--- src/hw/rtl/bwg_cell.sv ---
// ----------------------------------------------------------------------------
// bwg_cell: one restoring division step
// Shifts the next dividend bit into the remainder, subtracts the divisor when
// it fits and shifts the quotient bit into the dividend word.
// ----------------------------------------------------------------------------
module bwg_cell #(
  parameter int unsigned DW = 28,
  parameter int unsigned NW = 32,
  parameter int unsigned SW = 8
) (
  input  logic          clk,
  input  logic          rst,
  input  logic          in_valid,
  output logic          in_ready,
  input  logic [DW-1:0] in_rem,
  input  logic [NW-1:0] in_num,
  input  logic [DW-1:0] in_den,
  input  logic [SW-1:0] in_side,
  output logic          out_valid,
  input  logic          out_ready,
  output logic [DW-1:0] out_rem,
  output logic [NW-1:0] out_num,
  output logic [DW-1:0] out_den,
  output logic [SW-1:0] out_side
);

  logic          v;
  logic [DW-1:0] rem;
  logic [NW-1:0] num;
  logic [DW-1:0] den;
  logic [SW-1:0] side;
  logic [DW:0]   trial;
  logic [DW:0]   diff;
  logic          fits;
  logic [DW-1:0] rem_next;
  logic [NW-1:0] num_next;

  assign trial    = {in_rem, in_num[NW-1]};
  assign diff     = trial - {1'b0, in_den};
  assign fits     = trial >= {1'b0, in_den};
  assign rem_next = fits ? diff[DW-1:0] : trial[DW-1:0];
  assign num_next = {in_num[NW-2:0], fits};

  assign in_ready = !v || out_ready;

  always_ff @(posedge clk) begin
    if (rst) begin
      v <= 1'b0;
    end else if (in_ready) begin
      v <= in_valid;
    end
  end

  always_ff @(posedge clk) begin
    if (in_valid && in_ready) begin
      rem  <= rem_next;
      num  <= num_next;
      den  <= in_den;
      side <= in_side;
    end
  end

  assign out_valid = v;
  assign out_rem   = rem;
  assign out_num   = num;
  assign out_den   = den;
  assign out_side  = side;

endmodule

--- src/hw/rtl/bwg_div.sv ---
// ----------------------------------------------------------------------------
// bwg_div: pipelined divider
// A row of division cells, one quotient bit per cell, with a payload that
// travels beside the operands.
// ----------------------------------------------------------------------------
module bwg_div #(
  parameter int unsigned DW = 28,
  parameter int unsigned NW = 32,
  parameter int unsigned SW = 8
) (
  input  logic          clk,
  input  logic          rst,
  input  logic          in_valid,
  output logic          in_ready,
  input  logic [DW-1:0] in_rem,
  input  logic [NW-1:0] in_num,
  input  logic [DW-1:0] in_den,
  input  logic [SW-1:0] in_side,
  output logic          out_valid,
  input  logic          out_ready,
  output logic [DW-1:0] out_rem,
  output logic [NW-1:0] out_quot,
  output logic [DW-1:0] out_den,
  output logic [SW-1:0] out_side
);

  logic [NW:0]         v_c;
  logic [NW:0]         r_c;
  logic [NW:0][DW-1:0] rem_c;
  logic [NW:0][NW-1:0] num_c;
  logic [NW:0][DW-1:0] den_c;
  logic [NW:0][SW-1:0] side_c;

  assign v_c[0]    = in_valid;
  assign in_ready  = r_c[0];
  assign rem_c[0]  = in_rem;
  assign num_c[0]  = in_num;
  assign den_c[0]  = in_den;
  assign side_c[0] = in_side;

  for (genvar i = 0; i < NW; i++) begin : g_cell
    bwg_cell #(.DW(DW), .NW(NW), .SW(SW)) u_cell (
      .clk      (clk),
      .rst      (rst),
      .in_valid (v_c[i]),
      .in_ready (r_c[i]),
      .in_rem   (rem_c[i]),
      .in_num   (num_c[i]),
      .in_den   (den_c[i]),
      .in_side  (side_c[i]),
      .out_valid(v_c[i+1]),
      .out_ready(r_c[i+1]),
      .out_rem  (rem_c[i+1]),
      .out_num  (num_c[i+1]),
      .out_den  (den_c[i+1]),
      .out_side (side_c[i+1])
    );
  end

  assign r_c[NW]   = out_ready;
  assign out_valid = v_c[NW];
  assign out_rem   = rem_c[NW];
  assign out_quot  = num_c[NW];
  assign out_den   = den_c[NW];
  assign out_side  = side_c[NW];

endmodule

--- config.mk ---
export PLATFORM = sky130hd
export DESIGN_NAME = bwg_div
export DESIGN_NICKNAME = d
export VERILOG_FILES = /design/src/hw/rtl/bwg_cell.sv /design/src/hw/rtl/bwg_div.sv
export SDC_FILE = /design/constraint.sdc
export NUM_CORES = 2
export LEC_CHECK = 0
export BUFFER_PORTS_ARGS = -buffer_cell sky130_fd_sc_hd__buf_4
export CELL_PAD_IN_SITES_DETAIL_PLACEMENT = 0
export CELL_PAD_IN_SITES_GLOBAL_PLACEMENT = 1
export CORE_ASPECT_RATIO = 0.8
export CORE_MARGIN = 2
export CORE_UTILIZATION = 55
export CTS_CLUSTER_DIAMETER = 40
export DETAILED_ROUTE_END_ITERATION = 10
export HOLD_SLACK_MARGIN = 0.15
export PLACE_DENSITY_LB_ADDON = 0.1
export SYNTH_ARGS = -nofsm -noshare
export SYNTH_HDL_FRONTEND = slang
export SYNTH_HIERARCHICAL = 1
export SYNTH_SLANG_ARGS = --single-unit
--- constraint.sdc ---
create_clock -name clk -period 14.2 [get_ports clk]
set_clock_uncertainty 0.2 [all_clocks]
set_input_delay 2.84 -clock clk [delete_from_list [all_inputs] [get_ports clk]]
set_output_delay 2.84 -clock clk [all_outputs]
set_load 0.01 [all_outputs]
# After elaboration in Yosys (flattened, before gate mapping)
# Index checks and enable logic that the tools add are counted.
# Widths: inputs -> output; s select.
# op_classes
magnitude_cmp	32
n_addsub	32
n_reduce_logical	96
mux	32
# ops
operator	count
$ge 29x28->1	32
$mux 28	32
$sub 28x28->28	32
$logic_and 1x1->1	32
$logic_not 1->1	32
$logic_or 1x1->1	32
# word_totals
register_bits	3104
input_bits	100
word_cells	352
output_inout_bits	98

# Logic depth before layout (Yosys ltp)
# depth
word_depth	34
depth_mapped	33

# By module
# The synthesis kept the hierarchy.
# by_module_without_submodules
module	cells_per_inst	area_per_inst_um2	n_inst
bwg_cell at g_cell[12].u_cell ...	397	5054.8	23
bwg_cell at g_cell[0].u_cell ...	402	4842.1	7
bwg_cell at g_cell[23].u_cell	385	4924.7	1
bwg_cell at g_cell[20].u_cell	391	4814.6	1

# Worst setup path after synthesis
# No wires, ideal clock.
# synth_timing
kind	input -> output
from	input port out_ready
to	output port in_ready
path_stages	32
path_buffers	0
arrival_time_ns	7.802
setup_slack_ns	3.358
cell_sequence	nand2b_1 > nand2b_1 > nand2b_1 > nand2b_1 > nand2b_1 > nand2b_1 > nand2b_1 > nand2b_1 > nand2b_1 > nand2b_1 > nand2b_1 > nand2b_1 > nand2b_1 > nand2b_1 > nand2b_1 > nand2b_1 > nand2b_1 > nand2b_1 > nand2b_1 > nand2b_1 > nand2b_1 > nand2b_1 > nand2b_1 > nand2b_1 > nand2b_1 > nand2b_1 > nand2b_1 > nand2b_1 > nand2b_1 > nand2b_1 > nand2b_1 > nand2b_1
# synth_between
elab_chain_cells	32
# synth_lines
item	line	text
from (decl)	bwg_div.sv:20	input logic out_ready,
$logic_or 1x1->1 (2 in series)	bwg_cell.sv:44	assign in_ready = !v || out_ready;
named net r_c[30]	bwg_div.sv:28	logic [NW:0] r_c;
$logic_or 1x1->1	bwg_cell.sv:44	
named net r_c[29]	bwg_div.sv:28	
$logic_or 1x1->1	bwg_cell.sv:44	
named net r_c[28]	bwg_div.sv:28	
$logic_or 1x1->1	bwg_cell.sv:44	
named net r_c[27]	bwg_div.sv:28	
[... 1 more ...]	n/a	
named net r_c[26]	bwg_div.sv:28	
[... 1 more ...]	n/a	
named net r_c[25]	bwg_div.sv:28	
[... 1 more ...]	n/a	
named net r_c[24]	bwg_div.sv:28	
[... 1 more ...]	n/a	
named net r_c[23]	bwg_div.sv:28	
[... 1 more ...]	n/a	
named net r_c[22]	bwg_div.sv:28	
[... 1 more ...]	n/a	
named net r_c[21]	bwg_div.sv:28	
[... 1 more ...]	n/a	
named net r_c[20]	bwg_div.sv:28	
[... 1 more ...]	n/a	
named net r_c[19]	bwg_div.sv:28	
[... 1 more ...]	n/a	
named net r_c[18]	bwg_div.sv:28	
[... 1 more ...]	n/a	
named net r_c[17]	bwg_div.sv:28	
[... 1 more ...]	n/a	
named net r_c[16]	bwg_div.sv:28	
[... 1 more ...]	n/a	
named net r_c[15]	bwg_div.sv:28	
[... 1 more ...]	n/a	
named net r_c[14]	bwg_div.sv:28	
[... 1 more ...]	n/a	
named net r_c[13]	bwg_div.sv:28	
[... 1 more ...]	n/a	
named net r_c[12]	bwg_div.sv:28	
[... 1 more ...]	n/a	
named net r_c[11]	bwg_div.sv:28	
[... 1 more ...]	n/a	
named net r_c[10]	bwg_div.sv:28	
[... 1 more ...]	n/a	
named net r_c[9]	bwg_div.sv:28	
[... 1 more ...]	n/a	
named net r_c[8]	bwg_div.sv:28	
[... 1 more ...]	n/a	
named net r_c[7]	bwg_div.sv:28	
[... 1 more ...]	n/a	
named net r_c[6]	bwg_div.sv:28	
[... 1 more ...]	n/a	
named net r_c[5]	bwg_div.sv:28	
[... 1 more ...]	n/a	
named net r_c[4]	bwg_div.sv:28	
$logic_or 1x1->1	bwg_cell.sv:44	
named net r_c[3]	bwg_div.sv:28	
$logic_or 1x1->1	bwg_cell.sv:44	
named net r_c[2]	bwg_div.sv:28	
$logic_or 1x1->1	bwg_cell.sv:44	
named net r_c[1]	bwg_div.sv:28	
$logic_or 1x1->1	bwg_cell.sv:44	
to (decl)	bwg_div.sv:14	output logic in_ready,
# The timed path passes the listed nets, and every way through them passes these cells.

# Final worst setup path
# layout_timing
from	input port out_ready
to	output port in_ready
# layout_between
elab_chain_cells	32
# layout_lines
item	line
$logic_or 1x1->1	bwg_cell.sv:44
named net r_c[31]	bwg_div.sv:28
$logic_or 1x1->1	bwg_cell.sv:44
named net r_c[30]	bwg_div.sv:28
$logic_or 1x1->1	bwg_cell.sv:44
named net r_c[29]	bwg_div.sv:28
$logic_or 1x1->1	bwg_cell.sv:44
named net r_c[28]	bwg_div.sv:28
[... 1 more ...]	n/a
named net r_c[27]	bwg_div.sv:28
[... 1 more ...]	n/a
named net r_c[26]	bwg_div.sv:28
[... 1 more ...]	n/a
named net r_c[25]	bwg_div.sv:28
[... 1 more ...]	n/a
named net r_c[24]	bwg_div.sv:28
[... 1 more ...]	n/a
named net r_c[23]	bwg_div.sv:28
[... 1 more ...]	n/a
named net r_c[22]	bwg_div.sv:28
[... 1 more ...]	n/a
named net r_c[21]	bwg_div.sv:28
[... 1 more ...]	n/a
named net r_c[20]	bwg_div.sv:28
[... 1 more ...]	n/a
named net r_c[19]	bwg_div.sv:28
[... 1 more ...]	n/a
named net r_c[18]	bwg_div.sv:28
[... 1 more ...]	n/a
named net r_c[17]	bwg_div.sv:28
[... 1 more ...]	n/a
named net r_c[16]	bwg_div.sv:28
[... 1 more ...]	n/a
named net r_c[15]	bwg_div.sv:28
[... 1 more ...]	n/a
named net r_c[14]	bwg_div.sv:28
[... 1 more ...]	n/a
named net r_c[13]	bwg_div.sv:28
[... 1 more ...]	n/a
named net r_c[12]	bwg_div.sv:28
[... 1 more ...]	n/a
named net r_c[11]	bwg_div.sv:28
[... 1 more ...]	n/a
named net r_c[10]	bwg_div.sv:28
[... 1 more ...]	n/a
named net r_c[9]	bwg_div.sv:28
[... 1 more ...]	n/a
named net r_c[8]	bwg_div.sv:28
[... 1 more ...]	n/a
named net r_c[7]	bwg_div.sv:28
[... 1 more ...]	n/a
named net r_c[6]	bwg_div.sv:28
[... 1 more ...]	n/a
named net r_c[5]	bwg_div.sv:28
[... 1 more ...]	n/a
named net r_c[4]	bwg_div.sv:28
$logic_or 1x1->1	bwg_cell.sv:44
named net r_c[3]	bwg_div.sv:28
$logic_or 1x1->1	bwg_cell.sv:44
named net r_c[2]	bwg_div.sv:28
$logic_or 1x1->1	bwg_cell.sv:44
named net r_c[1]	bwg_div.sv:28
$logic_or 1x1->1	bwg_cell.sv:44
# The timed path passes the listed nets, and every way through them passes these cells.

==> flow_summary_export.csv <==
group,metric,value,unit
setup_path,path_max_fanout,3,
power_and_ir_drop,ir_drop,0.129,mV
power_and_ir_drop,clock_power_share,49.1,%
die,core,290000,µm²
setup_path,critPathRequiredTime,11.16,ns
global_route,grt_usage,27.1,%
synth,ys_top_cells_by_area,"edfxtp_1 58%, ha_1 7.0%, inv_1 3.2%",
synth,synthMuxAreaShare,4.81,%
synth,synth_cell_types,86,
synth,synth_ff_type,"edfxtp_1",
die,num_io_pins,198,
setup_path,arrival,10.35,ns
status,status,"completed",
power_and_ir_drop,powerDensity,119,nW/µm²
die,dieArea,295000,µm²
synth,synth_compound_gate_area_share,13.0,%
global_route,gr-total-overflow,0,
power_and_ir_drop,p_sw,4.63,mW
timing,worst_pin_slew,1.28,ns
synth,synth_top_area_share,57.7,%
synth,yosys.area.top_type,"edfxtp_1",
die,rows,177,
finish,area_delta_synth_final,11.6,%
timing,fmax,0.0747,GHz
synth,syn_area,160000,µm²
detailed_routing,first_iter_violations,10500,
finish,fin_cells,17200,
detailed_routing,via_per_inst,5.94,
clock_network,cts_tree,"yes",
detailed_routing,num_vias,102000,
setup_path,reg2reg_from,"g_cell[31].u_cell/out_valid$_SDFFE_PP0N_",
finish,final_common_cell,"edfxtp_1",
placed_design,dpl.cell_count,16500,
clock_network,numCtsBuffers,403,
timing,min_period,13.39,ns
placed_design,dp_slack,0.862,ns
detailed_routing,antenna_left,0,
die,fp.dieW,607,µm
placed_design,dpl.hpwl,309,mm
power_and_ir_drop,pwr-share-seq,47.6,%
timing,maxSlewViolCount,0,
synth,synth_async_sr_flop_share,0,%
die,initial_core_util,55.2,%
worst_hold_path,holdPathEnd,"g_cell[16].u_cell/out_num[26]$_DFFE_PP_",
synth,yosys_warnings,6,
synth,synthSimpleGateAreaFrac,8.21,%
setup_path,critPathLaunchType,"primary input",
synth,ys_seq_area_share,58.1,%
finish,layout-drive-gt1-share,14.2,%
setup_path,slowest_stage,"nand2b_1",
power_and_ir_drop,power.internal,16.6,mW
clock_network,insertion_delay,0.91,ns
power_and_ir_drop,sw_frac_of_total,21.9,%
synth,synth_seq_cells,3104,
placed_design,place.gp.congestion,0.938,
global_route,grt_antenna_before_repair,21,
setup_path,crit_top_cell,"nand2b_1",
clock_network,post_cts_buffers,0,
timing,hold_violations,0,
clock_network,cts-htree-levels,5,
placed_design,io_buffers,197,
synth,synth_top_family_by_area,"compound AO/OA/AOI/OAI gates",
detailed_routing,dr.pass1.iters,6,
synth,synthAdderAreaFrac,7.41,%
worst_hold_path,worstHoldStart,"g_cell[15].u_cell/out_num[25]$_DFFE_PP_",
timing,slew_headroom,12.2,%
synth,synth_nets,13700,
power_and_ir_drop,p_leak,68.2,nW
detailed_routing,wl_per_cell,23.5,µm
clock_network,post_cts_resized,0,
power_and_ir_drop,p_comb_share,3.3,%
finish,final_core_util,61.6,%
timing,fin_setup_tns,0,ns
setup_path,crit_start,"out_ready",
timing,final.setup.worst_slack,0.807,ns
worst_hold_path,hp-class,"flop to flop",
run,maxCapViolCount,0,
clock_network,clkSinkCount,3104,
global_route,grt_pass1_wl,609,mm
global_route,grt_max_degree,96,
die,die_h,486,µm
setup_path,reg2reg_depth,34,
setup_path,crit_type,"primary input to output pin",
timing,setup-violations-final,0,
synth,synth_edf_count,3072,
clock_network,cts-root-buf,"clkbuf_16",
clock_network,clkTransAtPathRegs,0.06,ns
detailed_routing,routed_wl,406,mm
setup_path,r2r_end,"g_cell[0].u_cell/out_num[10]$_DFFE_PP_",
finish,layout.nets,14100,
timing,whs,0.199,ns
setup_path,cpPeakStageDelay,0.37,ns
timing,rsz0062_at_grt,"false",
clock_network,cts_hold_buf,0,
finish,layout_common_cells,"3072 x edfxtp_1, 1362 x inv_1, 942 x a21oi_1",
timing,finalCritPeriodShare,94.3,%
setup_path,crit_path_end_kind,"output pin",
detailed_routing,post-route-drc-count,0,
global_route,grt_pass1_vias,97100,
synth,synthXorXnorAreaFrac,3.78,%
clock_network,ctsLongestPathBuffers,4,
synth,synthCells,12700,
setup_path,rrSetupSlack,5.32,ns
worst_hold_path,min_path_cells,0,
synth,syn_area_per_cell,12.6,µm²
==> state kept, by name (all words and copies together), names as in the netlist <==
name / flops
g_cell.u_cell/out_num: 1024
g_cell.u_cell/out_den: 896
g_cell.u_cell/out_rem: 896
g_cell.u_cell/out_side: 256
g_cell.u_cell/out_valid: 32
==> metrics by stage <==
| stage | total power, mW | cell area (µm²) |
|---|---|---|
| 3_5_place_dp | 11.0 | 164000 |
| 3_3_place_gp | 11.0 | 164000 |
| 4_1_cts | 21.4 | 178000 |
| 5_1_grt | 21.9 | 178000 |
| 2_1_floorplan | 10.7 | 160000 |
| 6_report | 21.2 | 178000 |
==> synth_stat cells, types with 34 or more instances <==
library cell / number
edfxtp_1: 3072
inv_1: 1362
a21oi_1: 942
ha_1: 896
nand2_1: 826
nor2_1: 557
o21ai_0: 485
mux2_2: 443
xnor2_1: 428
a21o_1: 369
xor2_1: 263
nand3_1: 232
nand4_1: 181
o21bai_1: 163
nand2b_1: 158
a211oi_1: 142
clkbuf_1: 134
mux2_4: 126
and2_1: 104
a31oi_1: 100
nor2b_1: 96
nor3_1: 96
o211ai_1: 93
and3_1: 91
mux2i_1: 78
a21boi_0: 73
buf_2: 71
nor3b_1: 71
o21a_1: 65
buf_6: 64
a21oi_2: 61
a221oi_1: 61
nor4_1: 47
a31oi_4: 46
nand3b_1: 46
o21ai_1: 34
==> worst max-delay path, delay by kind of cell <==
family | cells | cell delay (ns)
AND/OR/NAND/NOR | 32 | 7.13
buffers and inverters | 2 | 0.35
==> final cells by class <==
class	instances	area, µm²
antenna	4	10.0
tap	3848	4810
sequential	3104	92900
inverter	1364	5120
multi-input combinational	7914	59700
fill	22400	111000
clock inverter	295	3590
clock buffer	449	10400
timing repair buffer	261	1960
==> per-layer routing <==
| metal | share of wire (%) | up-vias | routed length [µm] | global-route usage (%) |
|---|---|---|---|---|
| met4 | 2.1 | 6 | 8360 | 5.94 |
| met1 | 48 | 50400 | 197000 | 43.1 |
| li1 | - | 47900 | - | - |
| met2 | 42 | 3523 | 170000 | 38.8 |
| met3 | 7.5 | 489 | 30400 | 4.45 |
| met5 | 0.0094 | - | 38 | 0 |
==> cell families (layout without fill, tap and decap cells) <==
group                      after synthesis  after routing
DFF                                   3104           3104
AOI/OAI and AO/OA                     3006           3006
and+or+nand+nor                       2640           2640
buffers and inverters                 1703           2369
adders and majority gates              928            928
xor gates and xnor gates               691            691
muxes                                  649            649
other                                    0              4
==> power groups by stage <==
stage	Clock (mW)	Combinational [mW]	Sequential, mW
2_1_floorplan	0	0.509	10.2
4_1_cts	10.6	0.683	10.1
3_5_place_dp	0	0.677	10.3
5_1_grt	11.0	0.755	10.1
3_3_place_gp	0	0.671	10.3
6_report	10.4	0.695	10.1
==> worst max-delay path by stage <==
stage	to	depth (start not counted)
5_1_grt	in_ready	34
2_1_floorplan	in_ready	32
3_3_place_gp	in_ready	34
3_5_place_dp	in_ready	34
6_report	in_ready	34
4_1_cts	in_ready	34
(Power assumes the default switching activity.)
